**src/hw/rtl/cssc_pkg.sv**
```systemverilog
// shared types and constants of the clipped square spiral scan core
package cssc_pkg;

    // field widths
    localparam int COORD_W = 12;
    localparam int DIM_W   = 13;

    // default largest frame dimension
    localparam int MAX_DIM_DEF = 4096;

    // frame size after reset
    localparam int FRAME_W_RST = 640;
    localparam int FRAME_H_RST = 480;

    // configuration register indexes
    localparam logic CFG_FRAME_WIDTH  = 1'b0;
    localparam logic CFG_FRAME_HEIGHT = 1'b1;

    // input item kinds
    localparam logic KIND_START   = 1'b0;
    localparam logic KIND_ADVANCE = 1'b1;

    // ring sides, visited in increasing order with wraparound
    typedef enum logic [1:0] {
        SIDE_TOP    = 2'd0,
        SIDE_RIGHT  = 2'd1,
        SIDE_BOTTOM = 2'd2,
        SIDE_LEFT   = 2'd3
    } t_side;

    // walking directions
    typedef enum logic [1:0] {
        DIR_DOWN  = 2'd0,
        DIR_LEFT  = 2'd1,
        DIR_UP    = 2'd2,
        DIR_RIGHT = 2'd3
    } t_dir;

endpackage

```
**src/hw/rtl/clipped_square_spiral_scan_core.sv**
```systemverilog
// top level of the clipped square spiral scan core
//
// Emits pixel coordinates in square rings spiraling outward from a start point, clipped
// to the configured frame. A start transaction clamps the start point into the frame and
// emits it; each advance transaction emits the next pixel of the ring (right side down,
// bottom row left, left side up, top row right), with line_end on the last pixel of each
// side. Sides whose edge lies outside the frame are skipped; once every edge is out,
// advances return finished with zero coordinates until the next start. One transaction is
// accepted every clock while the output register is not stalled, and its result is
// registered there; the next ring side is picked by a four-way rotating priority over the
// edge-in-frame checks, so a side change does not hold up the scan. Frame size writes are
// clamped to 1..MAX_DIM when they are taken and apply to the next side chosen.
module clipped_square_spiral_scan_core #(
    parameter int MAX_DIM = cssc_pkg::MAX_DIM_DEF
) (
    input  logic                          i_clk,
    input  logic                          i_rst_n,
    // input channel
    input  logic                          i_in_valid,
    output logic                          o_in_stall,
    input  logic                          i_kind,
    input  logic [cssc_pkg::COORD_W-1:0]  i_start_x,
    input  logic [cssc_pkg::COORD_W-1:0]  i_start_y,
    // output channel
    output logic                          o_out_valid,
    input  logic                          i_out_stall,
    output logic [cssc_pkg::COORD_W-1:0]  o_pixel_x,
    output logic [cssc_pkg::COORD_W-1:0]  o_pixel_y,
    output logic                          o_line_end,
    output logic                          o_finished,
    // configuration write channel
    input  logic                          i_cfg_valid,
    output logic                          o_cfg_ready,
    input  logic                          i_cfg_index,
    input  logic [cssc_pkg::DIM_W-1:0]    i_cfg_data
);

    // edge width holds -1 .. MAX_DIM signed, position width holds 0 .. MAX_DIM
    localparam int EW   = $clog2(MAX_DIM + 1) + 1;
    localparam int PW   = EW - 1;
    localparam int CMPW = (EW > cssc_pkg::DIM_W + 1) ? EW : cssc_pkg::DIM_W + 1;
    localparam int RST_W = (cssc_pkg::FRAME_W_RST > MAX_DIM) ? MAX_DIM : cssc_pkg::FRAME_W_RST;
    localparam int RST_H = (cssc_pkg::FRAME_H_RST > MAX_DIM) ? MAX_DIM : cssc_pkg::FRAME_H_RST;

    // effective frame size
    logic [PW-1:0]          r_frame_w;
    logic [PW-1:0]          r_frame_h;
    logic [CMPW-1:0]        cfg_ext;
    logic [PW-1:0]          cfg_eff;

    // spiral state
    logic signed [EW-1:0]   r_left, r_right, r_top, r_bottom;
    logic signed [EW-1:0]   n_left, n_right, n_top, n_bottom;
    cssc_pkg::t_side        r_side, n_side;
    cssc_pkg::t_dir         r_dir, n_dir;
    logic [PW-1:0]          r_walk_x, r_walk_y, n_walk_x, n_walk_y;
    logic [PW-1:0]          r_pl, n_pl;
    logic                   r_running, n_running;

    // result register
    logic                   r_out_valid;
    logic [cssc_pkg::COORD_W-1:0] r_pixel_x, r_pixel_y, n_pixel_x, n_pixel_y;
    logic                   r_line_end, r_finished, n_line_end, n_finished;

    // step logic
    logic                   accept;
    logic signed [EW-1:0]   frame_w_s, frame_h_s;
    logic [3:0]             side_ok;
    logic                   sel_found;
    cssc_pkg::t_side        sel_side;
    cssc_pkg::t_side        probe;
    logic [CMPW-1:0]        sx_ext, sy_ext, wm1, hm1, x0_c, y0_c;
    logic signed [EW-1:0]   x0_e, y0_e;
    logic signed [EW-1:0]   hcnt, vcnt;
    logic [PW-1:0]          cur_x, cur_y, cur_pl;
    cssc_pkg::t_dir         cur_dir;
    logic                   use_walk;

    // handshakes
    assign accept      = i_in_valid && !o_in_stall;
    assign o_in_stall  = r_out_valid && i_out_stall;
    assign o_cfg_ready = 1'b1;

    assign o_out_valid = r_out_valid;
    assign o_pixel_x   = r_pixel_x;
    assign o_pixel_y   = r_pixel_y;
    assign o_line_end  = r_line_end;
    assign o_finished  = r_finished;

    // clamp of a frame size write to 1 .. MAX_DIM
    always_comb begin
        cfg_ext = CMPW'(i_cfg_data);
        if (cfg_ext == '0) begin
            cfg_eff = PW'(1);
        end else if (cfg_ext > CMPW'(MAX_DIM)) begin
            cfg_eff = PW'(MAX_DIM);
        end else begin
            cfg_eff = PW'(cfg_ext);
        end
    end

    // frame size registers
    always_ff @(posedge i_clk) begin
        if (!i_rst_n) begin
            r_frame_w <= PW'(RST_W);
            r_frame_h <= PW'(RST_H);
        end else if (i_cfg_valid && o_cfg_ready) begin
            case (i_cfg_index)
                cssc_pkg::CFG_FRAME_WIDTH:  r_frame_w <= cfg_eff;
                cssc_pkg::CFG_FRAME_HEIGHT: r_frame_h <= cfg_eff;
                default: ;
            endcase
        end
    end

    // side selection: which edges are still inside the frame
    assign frame_w_s = $signed({1'b0, r_frame_w});
    assign frame_h_s = $signed({1'b0, r_frame_h});
    assign side_ok[cssc_pkg::SIDE_TOP]    = !r_top[EW-1];
    assign side_ok[cssc_pkg::SIDE_RIGHT]  = r_right < frame_w_s;
    assign side_ok[cssc_pkg::SIDE_BOTTOM] = r_bottom < frame_h_s;
    assign side_ok[cssc_pkg::SIDE_LEFT]   = !r_left[EW-1];

    // rotating priority starting after the current side
    always_comb begin
        sel_found = 1'b0;
        sel_side  = r_side;
        probe     = r_side;
        for (int j = 4; j >= 1; j--) begin
            probe = cssc_pkg::t_side'(r_side + 2'(j));
            if (side_ok[probe]) begin
                sel_found = 1'b1;
                sel_side  = probe;
            end
        end
    end

    // start point clamp
    always_comb begin
        sx_ext = CMPW'(i_start_x);
        sy_ext = CMPW'(i_start_y);
        wm1    = CMPW'(r_frame_w) - CMPW'(1);
        hm1    = CMPW'(r_frame_h) - CMPW'(1);
        x0_c   = (sx_ext > wm1) ? wm1 : sx_ext;
        y0_c   = (sy_ext > hm1) ? hm1 : sy_ext;
        x0_e   = $signed(EW'(x0_c));
        y0_e   = $signed(EW'(y0_c));
    end

    // side lengths
    assign hcnt = r_right - r_left - EW'(1);
    assign vcnt = r_bottom - r_top - EW'(1);

    // next state and result
    always_comb begin
        n_left     = r_left;
        n_right    = r_right;
        n_top      = r_top;
        n_bottom   = r_bottom;
        n_side     = r_side;
        n_dir      = r_dir;
        n_walk_x   = r_walk_x;
        n_walk_y   = r_walk_y;
        n_pl       = r_pl;
        n_running  = r_running;
        n_pixel_x  = '0;
        n_pixel_y  = '0;
        n_line_end = 1'b0;
        n_finished = 1'b1;
        cur_x      = r_walk_x;
        cur_y      = r_walk_y;
        cur_dir    = r_dir;
        cur_pl     = r_pl;
        use_walk   = 1'b0;

        if (i_kind == cssc_pkg::KIND_START) begin
            // start point is the single pixel of the first right side
            n_left     = x0_e - EW'(1);
            n_right    = x0_e + EW'(1);
            n_top      = y0_e - EW'(1);
            n_bottom   = y0_e + EW'(1);
            n_side     = cssc_pkg::SIDE_RIGHT;
            n_dir      = cssc_pkg::DIR_DOWN;
            n_walk_x   = PW'(x0_c);
            n_walk_y   = PW'(y0_c) + PW'(1);
            n_pl       = '0;
            n_running  = 1'b1;
            n_pixel_x  = cssc_pkg::COORD_W'(x0_c);
            n_pixel_y  = cssc_pkg::COORD_W'(y0_c);
            n_line_end = 1'b1;
            n_finished = 1'b0;
        end else if (r_running) begin
            if (r_pl != '0) begin
                use_walk = 1'b1;
            end else if (!sel_found) begin
                // every edge out of the frame
                n_running = 1'b0;
                n_pl      = '0;
            end else begin
                // open the next side in the frame
                use_walk = 1'b1;
                n_side   = sel_side;
                case (sel_side)
                    cssc_pkg::SIDE_TOP: begin
                        cur_pl  = PW'(hcnt);
                        cur_x   = PW'(r_left + EW'(1));
                        cur_y   = PW'(r_top);
                        cur_dir = cssc_pkg::DIR_RIGHT;
                        n_top   = r_top - EW'(1);
                    end
                    cssc_pkg::SIDE_RIGHT: begin
                        cur_pl  = PW'(vcnt);
                        cur_x   = PW'(r_right);
                        cur_y   = PW'(r_top + EW'(1));
                        cur_dir = cssc_pkg::DIR_DOWN;
                        n_right = r_right + EW'(1);
                    end
                    cssc_pkg::SIDE_BOTTOM: begin
                        cur_pl   = PW'(hcnt);
                        cur_x    = PW'(r_right - EW'(1));
                        cur_y    = PW'(r_bottom);
                        cur_dir  = cssc_pkg::DIR_LEFT;
                        n_bottom = r_bottom + EW'(1);
                    end
                    default: begin
                        cur_pl  = PW'(vcnt);
                        cur_x   = PW'(r_left);
                        cur_y   = PW'(r_bottom - EW'(1));
                        cur_dir = cssc_pkg::DIR_UP;
                        n_left  = r_left - EW'(1);
                    end
                endcase
            end

            // emit the current pixel and step along the side
            if (use_walk) begin
                n_pixel_x  = cssc_pkg::COORD_W'(cur_x);
                n_pixel_y  = cssc_pkg::COORD_W'(cur_y);
                n_line_end = (cur_pl == PW'(1));
                n_finished = 1'b0;
                n_pl       = cur_pl - PW'(1);
                n_dir      = cur_dir;
                n_walk_x   = cur_x;
                n_walk_y   = cur_y;
                case (cur_dir)
                    cssc_pkg::DIR_DOWN:  n_walk_y = cur_y + PW'(1);
                    cssc_pkg::DIR_LEFT:  n_walk_x = cur_x - PW'(1);
                    cssc_pkg::DIR_UP:    n_walk_y = cur_y - PW'(1);
                    default:             n_walk_x = cur_x + PW'(1);
                endcase
            end
        end
    end

    // spiral state registers
    always_ff @(posedge i_clk) begin
        if (!i_rst_n) begin
            r_left    <= -EW'(1);
            r_right   <= '0;
            r_top     <= -EW'(1);
            r_bottom  <= '0;
            r_side    <= cssc_pkg::SIDE_TOP;
            r_dir     <= cssc_pkg::DIR_DOWN;
            r_walk_x  <= '0;
            r_walk_y  <= '0;
            r_pl      <= '0;
            r_running <= 1'b0;
        end else if (accept) begin
            r_left    <= n_left;
            r_right   <= n_right;
            r_top     <= n_top;
            r_bottom  <= n_bottom;
            r_side    <= n_side;
            r_dir     <= n_dir;
            r_walk_x  <= n_walk_x;
            r_walk_y  <= n_walk_y;
            r_pl      <= n_pl;
            r_running <= n_running;
        end
    end

    // result register valid
    always_ff @(posedge i_clk) begin
        if (!i_rst_n) begin
            r_out_valid <= 1'b0;
        end else if (accept) begin
            r_out_valid <= 1'b1;
        end else if (!i_out_stall) begin
            r_out_valid <= 1'b0;
        end
    end

    // result register payload
    always_ff @(posedge i_clk) begin
        if (accept) begin
            r_pixel_x  <= n_pixel_x;
            r_pixel_y  <= n_pixel_y;
            r_line_end <= n_line_end;
            r_finished <= n_finished;
        end
    end

endmodule

```
**config.mk**
```make
export PLATFORM = sky130hd
export DESIGN_NAME = clipped_square_spiral_scan_core
export DESIGN_NICKNAME = d
export VERILOG_FILES = /design/src/hw/rtl/cssc_pkg.sv /design/src/hw/rtl/clipped_square_spiral_scan_core.sv
export SDC_FILE = /design/constraint.sdc
export NUM_CORES = 1
export LEC_CHECK = 0
export BUFFER_PORTS_ARGS = -buffer_cell sky130_fd_sc_hd__buf_2
export CORE_MARGIN = 4
export CORE_UTILIZATION = 60
export DETAILED_ROUTE_END_ITERATION = 7
export GPL_ROUTABILITY_DRIVEN = 0
export PLACE_DENSITY = 0.83
export REMOVE_ABC_BUFFERS = 1
export SKIP_CTS_REPAIR_TIMING = 1
export SYNTH_ARGS = -nofsm -noshare
export SYNTH_HDL_FRONTEND = slang
export SYNTH_SLANG_ARGS = --single-unit
export TNS_END_PERCENT = 100
```
**constraint.sdc**
```tcl
create_clock -name i_clk -period 14.01 [get_ports i_clk]
set_input_delay 0.7005 -clock i_clk [delete_from_list [all_inputs] [get_ports i_clk]]
set_output_delay 0.7005 -clock i_clk [all_outputs]
set_load 0.1 [all_outputs]
```
== Word level (Yosys, flattened, before mapping) ==
Index checks and enable logic that the tools add are counted.
Cells by class
  reductions and logical operators: 21
  multipliers: 0
  shift operators: 0
  multiplexer cells: 97
  add/sub/neg operators: 27
  magnitude comparators: 9
  equal/unequal tests: 16
  bitwise logic cells: 1
  div/mod/pow operators: 0
Operator list (count)
  $mux 13: 26
  $mux 14: 22
  $pmux 13 s3: 2
  $mux 12: 6
  $add 14x2->14 const B: 4
  $sub 14x2->14 const B: 4
  $pmux 13 s2: 2
  $sub 13x2->13 const B: 4
  $add 13x1->13 const B: 3
  $sub 13x1->13 const B: 3
  $gt 12x14->1: 2
  $lt 14x14->1: 2
  $mux 2: 14
  $sub 13x1->14 const B: 2
  $add 13x2->13 const B: 2
  $sub 13x13->13: 2
  $mux 1: 20
  $reduce_and 5->1: 4
  $ne 2x1->1 const B: 7
  $eq 13x1->1 const B: 1
  $gt 13x13->1 const B: 1
  $logic_not 13->1: 1
  $reduce_bool 13->1: 1
  $lt 2x3->1 const B: 4
  17 further kinds: 32
Word-level totals
  bits of input ports: 44
  memories kept: 0
  bits in read-only memories: 0
  RAM bits: 0
  logic and storage cells: 188
  register bits after elaboration: 153
  output and inout port bits: 29
  latch bits: 0

== Longest topological paths before layout ==
Gate-level depths: netlist (run 1).
  word-level depth: 18
  gate-level depth with buffers: 32
  mapped depth without buffers: 31

== Worst setup path before layout (run 1) ==
Ideal clock, no wire load.
  path kind: flip-flop to flip-flop
  start: reg r_frame_w[3]
  end: reg r_walk_x[11]
  stages on the path, launching flop included: 29
  arrival: 5.658 ns
  clock period less this slack: 5.732 ns
  setup slack: 8.278 ns
  cell sequence: dfxtp_1 > inv_1 > ha_1 > a21o_1 > a211oi_1 > o21ai_0 > a21o_1 > mux2_2 > o221a_2 > inv_2 > buf_4 > ha_1 > clkbuf_1 > clkinv_1 > mux2i_1 > mux2i_1 > inv_1 > ha_1 > o21ai_0 > or3_1 > a211o_1 > o2111a_1 > a21oi_1 > o21ai_0 > nor3_1 > nor3_1 > xor2_1 > mux2_2 > a31oi_1
On the way
  longest elaborated chain between the ends: 18
  elaborated cells on any way between the ends: 48
Ends and longest elaborated chain
  from (decl): RTL line clipped_square_spiral_scan_core.sv:46  | logic [PW-1:0] r_frame_w;
  from (signal assigned): RTL line clipped_square_spiral_scan_core.sv:105  | r_frame_w <= PW'(RST_W);
  from (signal assigned): RTL line clipped_square_spiral_scan_core.sv:109  | cssc_pkg::CFG_FRAME_WIDTH: r_frame_w <= cfg_eff;
  parallel branches: the longest is 18 deep, another holds $lt 14x14->1
  to (signal assigned): RTL line clipped_square_spiral_scan_core.sv:275  | r_walk_x <= n_walk_x;
  to (decl): RTL line clipped_square_spiral_scan_core.sv:56  | logic [PW-1:0] r_walk_x, r_walk_y, n_walk_x, n_walk_y;
Parallel ways; which one is timed is not known. The select of a mux whose other input is x is not followed.
A chain may end at the register's enable or synchronous reset.

== Worst setup path in the final report (run 1) ==
  start: reg r_bottom[9]
  end: reg r_walk_y[10]
On the way
  longest elaborated chain between the ends: 17
  elaborated cells on any way between the ends: 44
Ends and longest elaborated chain
  from (decl): RTL line clipped_square_spiral_scan_core.sv:52  | logic signed [EW-1:0] r_left, r_right, r_top, r_bottom;
  from (signal assigned): RTL line clipped_square_spiral_scan_core.sv:272  | r_bottom <= n_bottom;
  $lt 14x14->1: RTL line clipped_square_spiral_scan_core.sv:121  | assign side_ok[cssc_pkg::SIDE_BOTTOM] = r_bottom < frame_h_s;
  $bmux 1 s2: RTL line clipped_square_spiral_scan_core.sv:131  | if (side_ok[probe]) begin
  $mux 1 (not written as such): RTL line clipped_square_spiral_scan_core.sv:131
  $mux 2 (3 in a row): RTL line clipped_square_spiral_scan_core.sv:131
  $eq 2x2->1 (tied with other cells): RTL line clipped_square_spiral_scan_core.sv:203  | case (sel_side)
  $pmux 13 s3 or $pmux 2 s3 (tied branches): RTL line clipped_square_spiral_scan_core.sv:203
  $mux 13 or $mux 2 (tied branches): RTL line clipped_square_spiral_scan_core.sv:195  | end else if (!sel_found) begin
  $mux 13 or $mux 2 (tied branches): RTL line clipped_square_spiral_scan_core.sv:193  | if (r_pl != '0) begin
  $mux 13 or $mux 2 (tied branches): RTL line clipped_square_spiral_scan_core.sv:192  | end else if (r_running) begin
  $mux 13 or $mux 2 (tied branches): RTL line clipped_square_spiral_scan_core.sv:176  | if (i_kind == cssc_pkg::KIND_START) begin
  $sub 13x1->13 (tied with other cells): RTL line clipped_square_spiral_scan_core.sv:248  | cssc_pkg::DIR_UP: n_walk_y = cur_y - PW'(1);
  $pmux 13 s2: RTL line clipped_square_spiral_scan_core.sv:245  | case (cur_dir)
  $mux 13: RTL line clipped_square_spiral_scan_core.sv:236  | if (use_walk) begin
  $mux 13: RTL line clipped_square_spiral_scan_core.sv:192
  $mux 13: RTL line clipped_square_spiral_scan_core.sv:176
  to (signal assigned): RTL line clipped_square_spiral_scan_core.sv:276  | r_walk_y <= n_walk_y;
  to (decl): RTL line clipped_square_spiral_scan_core.sv:56
Several ways; a longest one is shown, not always the timed one. The select of a mux whose other input is x is not followed.

==> metrics.cfg, run 1 <==
[run_status]
status=finished with violations
failed_checks=design-rule violations

[setup_path]
critPathRequiredTime_ns=14.35
cp_num_buf_inv=3
cp_slowest_cell=inv_1
worstSetupStartpointType=register
worstSetupPathType=reg2reg
cp_top_family=compound AO/OA/AOI/OAI gates
arrival_ns=7.50
slowest_delay_ns=0.59
crit_fanout=18
end_kind=register

[cts]
cts_sinks=151
clkLatencyLatePin_ns=0.45
clk_path_buf_depth=2
root_buffer=clkbuf_16
cts_tree=yes
cts_buffers=17
clkSlewWorstSetupHoldPaths_ns=0.07
htree_num_levels=4

[yosys]
syn_area_mm2=0.01452
async_flop_share_pct=0
synth_edf_count=26
yosys-top-cells-area=dfxtp_1 (17%), ha_1 (9.5%), a21oi_1 (6.3%)
yosysMostFrequentCell=nand2_1
yosysTopAreaCell=dfxtp_1
synth_cell_types=99
yosys_register_bits=151
ys_warn_count=0
synth_top_area_share_pct=17.23
ys_top_cells_by_count=nand2_1 (228), a21oi_1 (183), o21ai_0 (142)
ys.flop_type=dfxtp_1
avgSynthCellArea_um2=7.398
seq_area_frac_synth_pct=22.61
syn_inst=1963

[power]
netSwitchingFraction_pct=50.20
powerDensity_mw_per_mm2=190.8
peakVddDrop_mv=0.1343
pwr-share-comb_pct=65.2
clkPwrFrac_pct=16.7
netSwitchingPower_mw=1.494
seq_power_share_pct=18.2
p_int_mw=1.482
leakage_nw=6.817

[timing]
setup_tns_ns=0
setup_violations=0
fin_crit_sh_pct=51.11
tightestPinTransition_ns=1.269
clock.fmax_ghz=0.1396
setup_slack_ns=6.849
grt_setup_unrepaired=no
finalCriticalPeriod_ns=7.161
fin_skew_ns=0.01173
slew_headroom_pct=14.49
drv_slew=0
final-hold-violation-count=0

[die]
initial_core_util_pct=61.50
ioPinCount=73
die_y_um=163.6
chipWidth_um=163.6
placementRows=56
dieArea_mm2=0.02676
core_area_mm2=0.02361

[routing]
ant_nets=0
drtPass1Iterations=8
drtIter0Drc=2125
vias=15661
wire_per_inst_um=20.54
viasPerCell=6.833
routed_wirelength_um=47080
drc=1

[run]
maxCapViolations=0

[finish]
nets=2118
multi_input_area_mm2=0.01037
regArea_mm2=0.003283
antennaDiodeCount=0
area_growth_pct=7.419
fillers=1997
drive_above_1_share_pct=8.819
final_util_pct=66.06
design_area_mm2=0.01560

[global_route]
grt_overflow=0
grt_max_degree=76
grt_pass1_wl_um=74420
antenna_found_initial=2
track_usage_pct=34.49
grt_pass1_vias=14375

[placement]
place_area_mm2=0.01498
hpwl_um=34300
portBuffers=71
pre_cts_slack_ns=7.131

[min_path]
min_path_type=reg2reg

[logic make-up (layout without fill, tap and decap cells)]
logic type / Yosys count / in the layout / share of synthesized area (%)
fa+ha+maj: 114 / 114 / 10.03
buf+inv: 229 / 239 / 6.083
mux: 49 / 49 / 3.446
xor+xnor: 110 / 110 / 6.634
compound gates: 644 / 644 / 28.53
other cells: 1 / 1 / 0.02582
simple gates: 665 / 665 / 22.64
flops: 151 / 151 / 22.61
[stage by stage]
step	total power, mW	instances	hold slack [ns]
2_1_floorplan	1.942	1852	0.4366
3_3_place_gp	2.341	2260	0.4442
3_5_place_dp	2.383	2260	0.4608
4_1_cts	2.907	2292	0.4704
5_1_grt	3.160	2292	0.4978
6_report	2.977	2292	0.4742
[power by group through the flow]
| stage | Clock [mW] | Sequential (mW) | Combinational, mW |
|---|---|---|---|
| global route | 0.511 | 0.545 | 2.10 |
| detailed placement | 0 | 0.546 | 1.84 |
| finish | 0.496 | 0.541 | 1.94 |
| global placement | 0 | 0.544 | 1.80 |
| floorplan | 0 | 0.596 | 1.35 |
| CTS | 0.491 | 0.537 | 1.88 |
[path summary, 6_finish.rpt]
kind	startpoint	endpoint	slack, ns	cells past startpoint
worst max-delay path	r_bottom[9]$_SDFFE_PN0P_	r_walk_y[10]$_SDFFE_PN0P_	6.85	27
worst min-delay path	r_walk_y[8]$_SDFFE_PN0P_	r_walk_y[8]$_SDFFE_PN0P_	0.47	2
worst max register to register	r_bottom[9]$_SDFFE_PN0P_	r_walk_y[10]$_SDFFE_PN0P_	6.85	27
worst min register to register	r_walk_y[8]$_SDFFE_PN0P_	r_walk_y[8]$_SDFFE_PN0P_	0.47	2
[metal layers]
metal | track usage [%] | share of wire [%] | wire (um)
met3 | 9.336 | 13 | 6161
met4 | 15.48 | 4.6 | 2152
met5 | 0 | 0.028 | 13
met2 | 53.62 | 43 | 20310
met1 | 44.87 | 39 | 18440
[final cells by class]
class | instances | share of cell area, %
clock inverter | 13 | 1.099
timing repair buffer | 89 | 3.160
multi-input combinational | 1583 | 66.46
sequential | 151 | 21.05
tap | 319 | 2.559
inverter | 118 | 2.839
clock buffer | 19 | 2.839
[worst register-to-register path, delay by kind of cell, from the launching register on]
kind | cells | cell delay (ns)
compound gates | 17 | 3.95
xor+xnor | 1 | 0.16
buf+inv | 3 | 0.93
simple gates | 3 | 0.23
flops | 1 | 0.56
fa+ha+maj | 3 | 1.25
[flip-flops by register name, indices dropped and copies added, names as in the netlist]
| name | flops |
|---|---|
| r_bottom | 14 |
| r_left | 14 |
| r_right | 14 |
| r_top | 14 |
| r_frame_h | 13 |
| r_frame_w | 13 |
| r_pl | 13 |
| o_pixel_x | 12 |
| o_pixel_y | 12 |
| r_walk_x | 12 |
| r_walk_y | 12 |
| r_dir | 2 |
| r_side | 2 |
| o_finished | 1 |
| o_line_end | 1 |
| o_out_valid | 1 |
| r_running | 1 |
[placed cells by master, fill, tap and decap left out, types with 6 or more instances in the layout]
cell type | synthesis | final
and2_1 | 14 | 14
inv_1 | 114 | 113
a211o_1 | 7 | 7
nand2b_1 | 18 | 18
or4_1 | 8 | 8
mux2i_1 | 41 | 40
clkbuf_16 | 0 | 17
o21bai_1 | 8 | 8
o22ai_1 | 16 | 16
nor3_1 | 61 | 61
buf_2 | 4 | 70
nand3b_1 | 9 | 9
edfxtp_1 | 26 | 26
o211ai_1 | 37 | 37
o311ai_0 | 6 | 6
o21ai_1 | 12 | 12
mux2_2 | 8 | 8
xnor2_1 | 74 | 74
o21a_1 | 19 | 19
a211oi_1 | 31 | 31
a22oi_1 | 9 | 9
and3_1 | 17 | 17
buf_4 | 3 | 19
nor4_1 | 16 | 16
or3_1 | 22 | 22
nand2_1 | 228 | 228
xor2_1 | 36 | 36
nand4_1 | 22 | 22
nand3_1 | 65 | 64
o31ai_1 | 14 | 14
o21ai_0 | 142 | 142
a31oi_1 | 35 | 35
dfxtp_1 | 125 | 125
a21o_1 | 46 | 46
ha_1 | 110 | 110
nor2b_1 | 14 | 14
nor2_1 | 129 | 128
a21oi_1 | 183 | 183
Power figures use the tool's default switching activity.
==> run 2: changes to the inputs <==
==> constraint.sdc (replaced) <==
create_clock -name i_clk -period 6.7 [get_ports i_clk]
set_input_delay 0.335 -clock i_clk [delete_from_list [all_inputs] [get_ports i_clk]]
set_output_delay 0.335 -clock i_clk [all_outputs]
set_load 0.1 [all_outputs]
==> metrics.cfg, run 2 (synthesized netlist as in run 1, its figures left out) <==
[power]
netSwitchingPower_mw=3.131  ; +110%
leakage_nw=6.955  ; +2.0%
peakVddDrop_mv=0.2294  ; +71%
pwr-share-comb_pct=65.4  ; +0.2 points
netSwitchingFraction_pct=49.75  ; -0.45 points
seq_power_share_pct=17.7  ; -0.5 points
clkPwrFrac_pct=16.8  ; about the same
powerDensity_mw_per_mm2=397.6  ; +110%
p_int_mw=3.162  ; +110%

[timing]
setup_slack_ns=0.4471  ; -6.402 ns
hold_slack_ns=0.1098  ; -0.3644 ns
slew_headroom_pct=16.56  ; +2.1 points
fin_skew_ns=0.01021  ; -0.001518 ns
finalCriticalPeriod_ns=6.253  ; -0.9082 ns
drv_slew=0  ; unchanged
final-hold-violation-count=0  ; unchanged
setup_violations=0  ; unchanged
tightestPinTransition_ns=1.247  ; -0.02228 ns
clock.fmax_ghz=0.1599  ; +15%
fin_crit_sh_pct=93.33  ; +42 points
grt_setup_unrepaired=no

[setup_path]
worstReg2RegStart=r_frame_w[3]$_SDFFE_PN0P_
r2r_cells=27  ; unchanged
arrival_ns=6.61  ; -0.89 ns
crit_fanout=9  ; -9
crit_end=r_walk_x[11]$_SDFFE_PN0P_
worstSetupStartpointType=register
r2r_slack_ns=0.45  ; -6.40 ns
critPathRequiredTime_ns=7.06  ; -7.29 ns
worstSetupPathType=reg2reg
end_kind=register
r2r_end=r_walk_x[11]$_SDFFE_PN0P_
crit_start=r_frame_w[3]$_SDFFE_PN0P_

[global_route]
grt_pass1_vias=14619  ; +1.7%
grt_pass1_wl_um=75920  ; +2.0%
grt_max_degree=68  ; -11%
track_usage_pct=35.14  ; +0.65 points
grt_overflow=0  ; unchanged
antenna_found_initial=0  ; -2

[finish]
nets=2145  ; +1.3%
area_growth_pct=8.995
fillers=1974  ; -1.2%
drive_above_1_share_pct=10.20  ; +1.4 points
finalNonFillerCells=2320  ; +1.2%
final_common_cell=nand2_1
regArea_mm2=0.003283  ; unchanged
mostFrequentLayoutCells=nand2_1 (228), a21oi_1 (183), o21ai_0 (140)
multi_input_area_mm2=0.01038  ; +0.14%

[cts]
clkLatencyLatePin_ns=0.44  ; about the same
cts_tree=yes
htree_num_levels=4  ; unchanged
cts_buffers=17  ; unchanged
root_buffer=clkbuf_16
cts_sinks=151  ; unchanged
clkSlewWorstSetupHoldPaths_ns=0.07  ; about the same
clk_path_buf_depth=2  ; unchanged

[die]
core_area_mm2=0.02361  ; unchanged
die_y_um=163.6  ; unchanged
chipWidth_um=163.6  ; unchanged
ioPinCount=73  ; unchanged
initial_core_util_pct=61.50  ; unchanged
placementRows=56  ; unchanged
dieArea_mm2=0.02676  ; unchanged

[routing]
routed_wirelength_um=47650  ; +1.2%
viasPerCell=6.794  ; -0.57%
vias=15762  ; +0.64%
drtPass1Iterations=6  ; -2
ant_nets=0  ; unchanged
wire_per_inst_um=20.54  ; about the same
drc=0  ; -1
drtIter0Drc=2172  ; +2.2%

[placement]
portBuffers=71  ; unchanged
pre_cts_slack_ns=0.4161  ; -6.715 ns
dp_cells=2287  ; +1.2%
hpwl_um=35320  ; +3.0%

[min_path]
min_path_type=in2reg
hold_depth=2  ; unchanged

[run_status]
status=complete, no violations

[run]
maxCapViolations=0  ; unchanged

-- run 2: changes by cell type in the layout (fill, tap and decap cells not counted), sizes merged --
| cell | previous run | this run |
|---|---|---|
| buf | 89 | 116 |
| clkinv | 8 | 3 |
| inv | 118 | 121 |
| clkbuf | 19 | 20 |
| clkinvlp | 2 | 3 |
| diode | 0 | 1 |
-- run 2: critical path, stage by stage, from the launching register on --
cell and delay [ns]:
dfxtp_1 0.43, inv_1 0.11, ha_1 0.32, a21o_1 0.16, a211oi_1 0.22, o21ai_1 0.22
a21o_1 0.29, mux2_2 0.28, o221a_2 0.35, ha_1 0.35, nand2_1 0.09, o21ai_0 0.08
a21oi_1 0.12, mux2i_1 0.10, mux2i_1 0.25, inv_1 0.12, ha_1 0.30, o21ai_0 0.09
or3_1 0.37, a211o_1 0.27, o2111a_1 0.17, a21oi_1 0.21, o21ai_0 0.20, nor3_1 0.23
nor3_1 0.09, xor2_1 0.20, mux2_2 0.37, a31oi_1 0.19
-- run 2: layout make-up --
class                      instances  share of cell area (%)
antenna                            1                 0.01581
clock buffer                      20                   2.893
clock inverter                    12                   1.028
inverter                         118                   2.814
multi-input combinational       1583                   65.59
sequential                       151                   20.74
tap                              319                   2.522
timing repair buffer             116                   4.395
-- run 2: worst min path at each step --
stage                                   startpoint                  endpoint
after floorplan                            i_rst_n    r_left[0]$_SDFFE_PN1P_
after global placement    r_walk_y[8]$_SDFFE_PN0P_  r_walk_y[8]$_SDFFE_PN0P_
after detailed placement  r_walk_y[8]$_SDFFE_PN0P_  r_walk_y[8]$_SDFFE_PN0P_
after CTS                               i_in_valid  o_out_valid$_SDFFE_PN0P_
after global routing                    i_in_valid  o_out_valid$_SDFFE_PN0P_
final                                   i_in_valid  o_out_valid$_SDFFE_PN0P_
-- run 2: metrics by stage --
step	total power, mW	TNS, ns	util, %	instance area [um^2]
finish	6.292	0	67.03	15830
global route	6.660	0	67.02	15830
CTS	6.130	0	66.95	15810
detailed placement	5.035	0	64.32	15190
global placement	4.935	0	64.32	15190
floorplan	4.062	-0.8116	-	14080
-- run 2: per-layer routing --
metal  wire length, um  share of wire [%]  global-route usage, %
met1             18660                 39                  45.62
met2             20600                 43                  54.25
met3              6154                 13                  9.412
met4              2234                4.7                  16.97
met5                 0                  0                      0
-- run 2: power by group through the flow --
| stage | logic, mW | clock network (mW) | registers (mW) |
|---|---|---|---|
| finish | 4.12 | 1.06 | 1.12 |
| global route | 4.45 | 1.09 | 1.12 |
| CTS | 3.97 | 1.05 | 1.11 |
| detailed placement | 3.91 | 0 | 1.13 |
| global placement | 3.81 | 0 | 1.12 |
| floorplan | 2.81 | 0 | 1.25 |
